[src/rtl/graph_bfs_dfs_engine_macros.svh]
// Assertion macros for the graph walk engine
`ifndef GRAPH_BFS_DFS_ENGINE_MACROS_SVH
`define GRAPH_BFS_DFS_ENGINE_MACROS_SVH
`ifndef NO_ASSERTIONS
`define GBD_ASSERT(label, clk, rst, prop, msg) \
   label: assert property (@(posedge clk) disable iff (rst) prop) else $error(msg);
`define GBD_ASSERT_NR(label, clk, prop, msg) \
   label: assert property (@(posedge clk) prop) else $error(msg);
`else
`define GBD_ASSERT(label, clk, rst, prop, msg)
`define GBD_ASSERT_NR(label, clk, prop, msg)
`endif
`endif

[src/rtl/gbd_pkg.sv]
`default_nettype none
package gbd_pkg;
   localparam int MAX_VERTICES = 64;
   localparam int MAX_EDGES = 256;
   localparam int VW = $clog2(MAX_VERTICES);
   localparam int EW = $clog2(MAX_EDGES);
   localparam int PW = EW + 1;
   localparam int CW = 7;
   localparam int DW = VW + 1;
   localparam logic [PW-1:0] NIL_EDGE = PW'(MAX_EDGES);

   localparam logic [1:0] ACT_ADD = 2'd0;
   localparam logic [1:0] ACT_BFS = 2'd1;
   localparam logic [1:0] ACT_DFS = 2'd2;
   localparam logic [1:0] ACT_CLEAR = 2'd3;

   localparam logic [2:0] ST_VISIT = 3'd0;
   localparam logic [2:0] ST_STORED = 3'd1;
   localparam logic [2:0] ST_RANGE = 3'd2;
   localparam logic [2:0] ST_FULL = 3'd3;
   localparam logic [2:0] ST_BADSTART = 3'd4;
   localparam logic [2:0] ST_CLEARED = 3'd5;

   localparam logic [0:0] REG_VERTEX_COUNT = 1'd0;

   typedef struct packed {
      logic [1:0] action;
      logic [5:0] source_vertex;
      logic [5:0] dest_vertex;
   } req_type;

   typedef struct packed {
      logic [2:0] status;
      logic [5:0] vertex;
      logic       last;
   } rsp_type;

   typedef enum logic [4:0] {
      S_BOOT,
      S_IDLE,
      S_ADD,
      S_BAD,
      S_CLR,
      S_CDONE,
      S_VCLR,
      S_BPOP,
      S_BRD,
      S_BHD,
      S_BEDGE,
      S_BTGT,
      S_BCHK,
      S_DPUSH,
      S_DTOP,
      S_DCUR,
      S_DTGT,
      S_DCHK,
      S_VISIT,
      S_FIN
   } state_type;
endpackage
`default_nettype wire

[src/rtl/gbd_csr.sv]
`default_nettype none
module gbd_csr (
   input  wire logic        clock,
   input  wire logic        reset,
   input  wire logic        psel,
   input  wire logic        penable,
   input  wire logic        pwrite,
   input  wire logic [0:0]  paddr,
   input  wire logic [31:0] pwdata,
   output logic      [31:0] prdata,
   output logic             pready,
   output logic      [gbd_pkg::DW-1:0] active_count
);
   logic [gbd_pkg::CW-1:0] count_ff, count_in;

   assign pready = 1'b1;
   always_comb begin
      count_in = count_ff;
      if (psel && penable && pwrite && paddr == gbd_pkg::REG_VERTEX_COUNT)
         count_in = pwdata[gbd_pkg::CW-1:0];
   end
   always_ff @(posedge clock) begin
      if (reset) count_ff <= gbd_pkg::CW'(64);
      else count_ff <= count_in;
   end
   assign prdata = (paddr == gbd_pkg::REG_VERTEX_COUNT) ? 32'(count_ff) : 32'd0;
   // clamp to capacity
   assign active_count = (count_ff > gbd_pkg::CW'(gbd_pkg::MAX_VERTICES)) ?
      gbd_pkg::DW'(gbd_pkg::MAX_VERTICES) : gbd_pkg::DW'(count_ff);
endmodule
`default_nettype wire

[config.mk]
export PLATFORM = sky130hd
export DESIGN_NAME = gbd_csr
export DESIGN_NICKNAME = d
export VERILOG_FILES = /design/src/rtl/graph_bfs_dfs_engine_macros.svh /design/src/rtl/gbd_pkg.sv /design/src/rtl/gbd_csr.sv
export SDC_FILE = /design/constraint.sdc
export NUM_CORES = 1
export LEC_CHECK = 0
export ABC_AREA = 1
export BUFFER_PORTS_ARGS = -buffer_cell sky130_fd_sc_hd__buf_2
export CORE_UTILIZATION = 35
export CTS_CLUSTER_DIAMETER = 80
export DETAILED_ROUTE_END_ITERATION = 16
export PLACE_DENSITY = 0.93
export SLEW_MARGIN = 30
export SYNTH_ARGS = -nofsm -noshare
export SYNTH_HDL_FRONTEND = slang
export SYNTH_SLANG_ARGS = --single-unit
[constraint.sdc]
create_clock -name clock -period 1.1 [get_ports clock]
set_input_delay 0.11 -clock clock [delete_from_list [all_inputs] [get_ports clock]]
set_output_delay 0.11 -clock clock [all_outputs]
set_load 0.02 [all_outputs]
-- Word level (Yosys, flattened, before mapping)
Index checks and enable logic that the tools add are counted.
- order comparisons: 1
- mux-type cells: 2
- bitwise logic cells: 1
- reduce and logical (&&, ||, !) cells: 3
- operator list (operator ; count):
    $mux W7 ; 2
    $gt A7 B7 Y1 const B ; 1
    $logic_and A1 B1 Y1 ; 3
    $not A1 Y1 ; 1
- flip-flop bits (word level): 7
- input bits: 38
- output and inout port bits: 40
- word-level logic and storage cells: 8

-- Logic depth before layout (Yosys ltp)
- depth in word-level cells: 3
- mapped depth: 6

-- Worst setup path before layout
OpenSTA, ideal clock, no wires.
- path type: reg2out
- start point: register count_ff[0] (netlist bit)
- end point: output active_count[1] (netlist bit)
- arrival time: 0.841 ns
- required time: 0.990 ns
- slack: 0.149 ns
- cell stages (with the launch flop): 4
- buffers on the path: 0
- path through: dfxtp_1 -> nor2_1 -> nand3_1 -> a21oi_1
- cells in the longest elaborated chain, start to end: 2
- ends and longest elaborated chain (what ; RTL line ; text):
    from (decl) ; gbd_csr.sv:14 ; logic [gbd_pkg::CW-1:0] count_ff, count_in;
    from (signal assigned) ; gbd_csr.sv:23 ; if (reset) count_ff <= gbd_pkg::CW'(64);
    from (signal assigned) ; gbd_csr.sv:24 ; else count_ff <= count_in;
    $gt A7 B7 Y1 ; gbd_csr.sv:28 ; assign active_count = (count_ff > gbd_pkg::CW'(gbd_pkg::MAX_VERTICES)) ?
    $mux W7 ; gbd_csr.sv:28 ;
    to (decl) ; gbd_csr.sv:12 ; output logic [gbd_pkg::DW-1:0] active_count
Every way passes these cells.

-- Worst setup path in the final report
- start point: register count_ff[4] (netlist bit)
- end point: output active_count[2] (netlist bit)
The elaborated chain is that of the path after synthesis.

==> run metrics <==
IO Pins=78; Largest Register=count_ff; endpoint class of the critical path=primary output; Crit Path Class=reg -> out; Routed WL=1270 um; fmax=845 MHz; area share of the leading cell type in the synthesized netlist=29.3%; # nets final=around 170; Yosys warning count=0; detailed-route wire length per cell=8.01 um; area of the multi-input gates=370 um^2; max FFs per register=7; placed inst area=703 um^2; IO buf count=26; Hold WC Path Type=in -> reg; post-route cell area=855 um^2; Sink Count=7; Period Utilization, post-route=108%; Seq/Total Area, Yosys=approximately a fifth; Lkg Pwr=approximately 0.49 nW; startpoint types=flop; layout cells sized above 1=~45%; Critical Path Fanout Max=3; max-slew violations=0; vias per cell=between 3 and 4; initial antenna violation count=0; Global Route Usage Sum=a little under an eighth; antenna-violating nets left=0; status=finished, violations left; gp weighted congestion=0.691; total of fill cells in the finished design=between 150 and 200; RSZ-0062 raised after global routing=yes; mapped cell area=~670 um^2; die height=approximately 46 um; setup ws final=-0.0831 ns; DRT iter0 DRCs=9; H-tree depth=1; die area=2080 um^2; Num CTS Buffers=3; Vias=604; Hold-fix buffers, CTS=0; first-pass GRT wire length=1700 um; core area=1760 um^2; maximum vdd drop=around 0.00044 V; Post-Syn Instances=103; Mean Syn Cell Area=about 6.5 um^2; # diodes=0; DP HPWL=889 um; clk_lat worst skew=0.24 ns; Yosys reg bits=7; vias in the first global route=456; root buf cell=clkbuf_4; Worst Path Arrival=about 1.1 ns; PwrDens=855 nW/um^2; chip width=between 40 and 50 um; CTS Buffer Depth=2; TritonCTS clock tree=yes; grt ovf=0; Yosys cell types=18; drc violations=0; max-cap viol count=0; Yosys top cell by area=buf_4; Setup Skew=0 ns; initial cell density of the core=between 30% and 40%; area growth from synthesis to layout=28.1%; setup slack after placement=between 0.15 and 0.2 ns; fin crit period=between 1 and 1.5 ns; # rows=15; sequential cell area=151 um^2; Final setup viols=2; Final Hold Fails=0; Clock transition at path regs=0.05 ns; top flop regs=count_ff x7; top cells by area, synth=buf_4 29%, dfxtp_1 21%, nor2_1 14%, inv_1 7.9%, nand3_1 6.0%; DR pass1 iterations=4; CP required=a little under 1 ns; pin count of the biggest net entering global routing=10; violated checks=setup timing
## kinds of logic after synthesis
logic type,count (synthesis),synth area share [%]
AOI/OAI and AO/OA,3,2.25
buffers and inverters,46,42.2
DFF,7,21.0
other,2,1.13
and+or+nand+nor,45,33.4
## worst paths after layout
check | start | to | slack [ns] | cells past startpoint
min reg2reg | count_ff[1] | count_ff[1] | 0.51 | 2
max | count_ff[4] | active_count[2] | -0.08 | 4
min | pwdata[6] | count_ff[6] | 0.08 | 3
max reg2reg | count_ff[6] | count_ff[6] | 0.31 | 3
## through the flow
step	hold WS, ns	setup TNS, ns	instances	utilization, %	total power [mW]
2_1_floorplan	0.236	0	127	-	0.511
3_3_place_gp	0.332	0	149	39.9	0.477
3_5_place_dp	0.334	0	149	39.9	0.480
4_1_cts	0.0770	-0.129	156	43.3	0.716
5_1_grt	0.100	-0.378	158	48.4	0.781
6_report	0.0820	-0.149	158	48.4	0.730
## worst max-delay path, cell delays in order (launching register included)
cell	delay, ns
dfxtp_2	0.33
nor2_2	0.12
nand3_2	0.10
a21oi_2	0.14
buf_4	0.14
## area by class of cell
| cell class | instances | area share (%) |
|---|---|---|
| clock buffers | 4 | 3.07 |
| inverters | 17 | 8.05 |
| multi-input cells | 74 | 43.3 |
| flip-flops and latches | 7 | 17.7 |
| well taps | 25 | 3.66 |
| repair buffers | 31 | 24.2 |
## repair_timing
item,4_1_cts,5_1_grt
setup endpoints to repair,3,7
pin swaps,1,4
buffers inserted,3,2
resized for setup,7,29
## power by group
group / internal, mW / total [mW] / switching [mW]
sequential: 0.263 / 0.272 / 0.00894
combinational: 0.0660 / 0.236 / 0.170
clock: 0.138 / 0.222 / 0.0842
total: 0.467 / 0.730 / 0.263
## cell usage after synthesis
library cell / instances
inv_4: 1
nor2_4: 1
inv_1: 14
dfxtp_1: 7
buf_4: 26
o21ai_1: 1
buf_6: 1
nand3_1: 8
buf_2: 1
nor2_1: 24
nand2_4: 2
conb_1: 2
a21oi_1: 2
inv_2: 2
nor2_8: 1
clkbuf_1: 1
nand2_1: 7
nor2_2: 2
## cells in the final DEF, fill, tap and decap left out
cell type,n
a21oi_2,2
buf_2,15
buf_4,13
buf_6,3
clkbuf_1,1
clkbuf_4,3
conb_1,26
dfxtp_2,6
dfxtp_4,1
inv_1,12
inv_2,3
inv_4,2
nand2_1,7
nand2_4,2
nand3_1,7
nand3_2,1
nor2_1,19
nor2_2,5
nor2_4,3
nor2_8,1
o21ai_1,1
## layer usage
metal / global-route usage, % / vias to the layer above / wire length (um)
li1: - / 308 / -
met1: 14.3 / 258 / 509
met2: 18.3 / 38 / 643
met3: 2.38 / 0 / 113
met4: 5.45 / 0 / 0
met5: 0 / - / 0
Power figures use the tool's default switching activity.
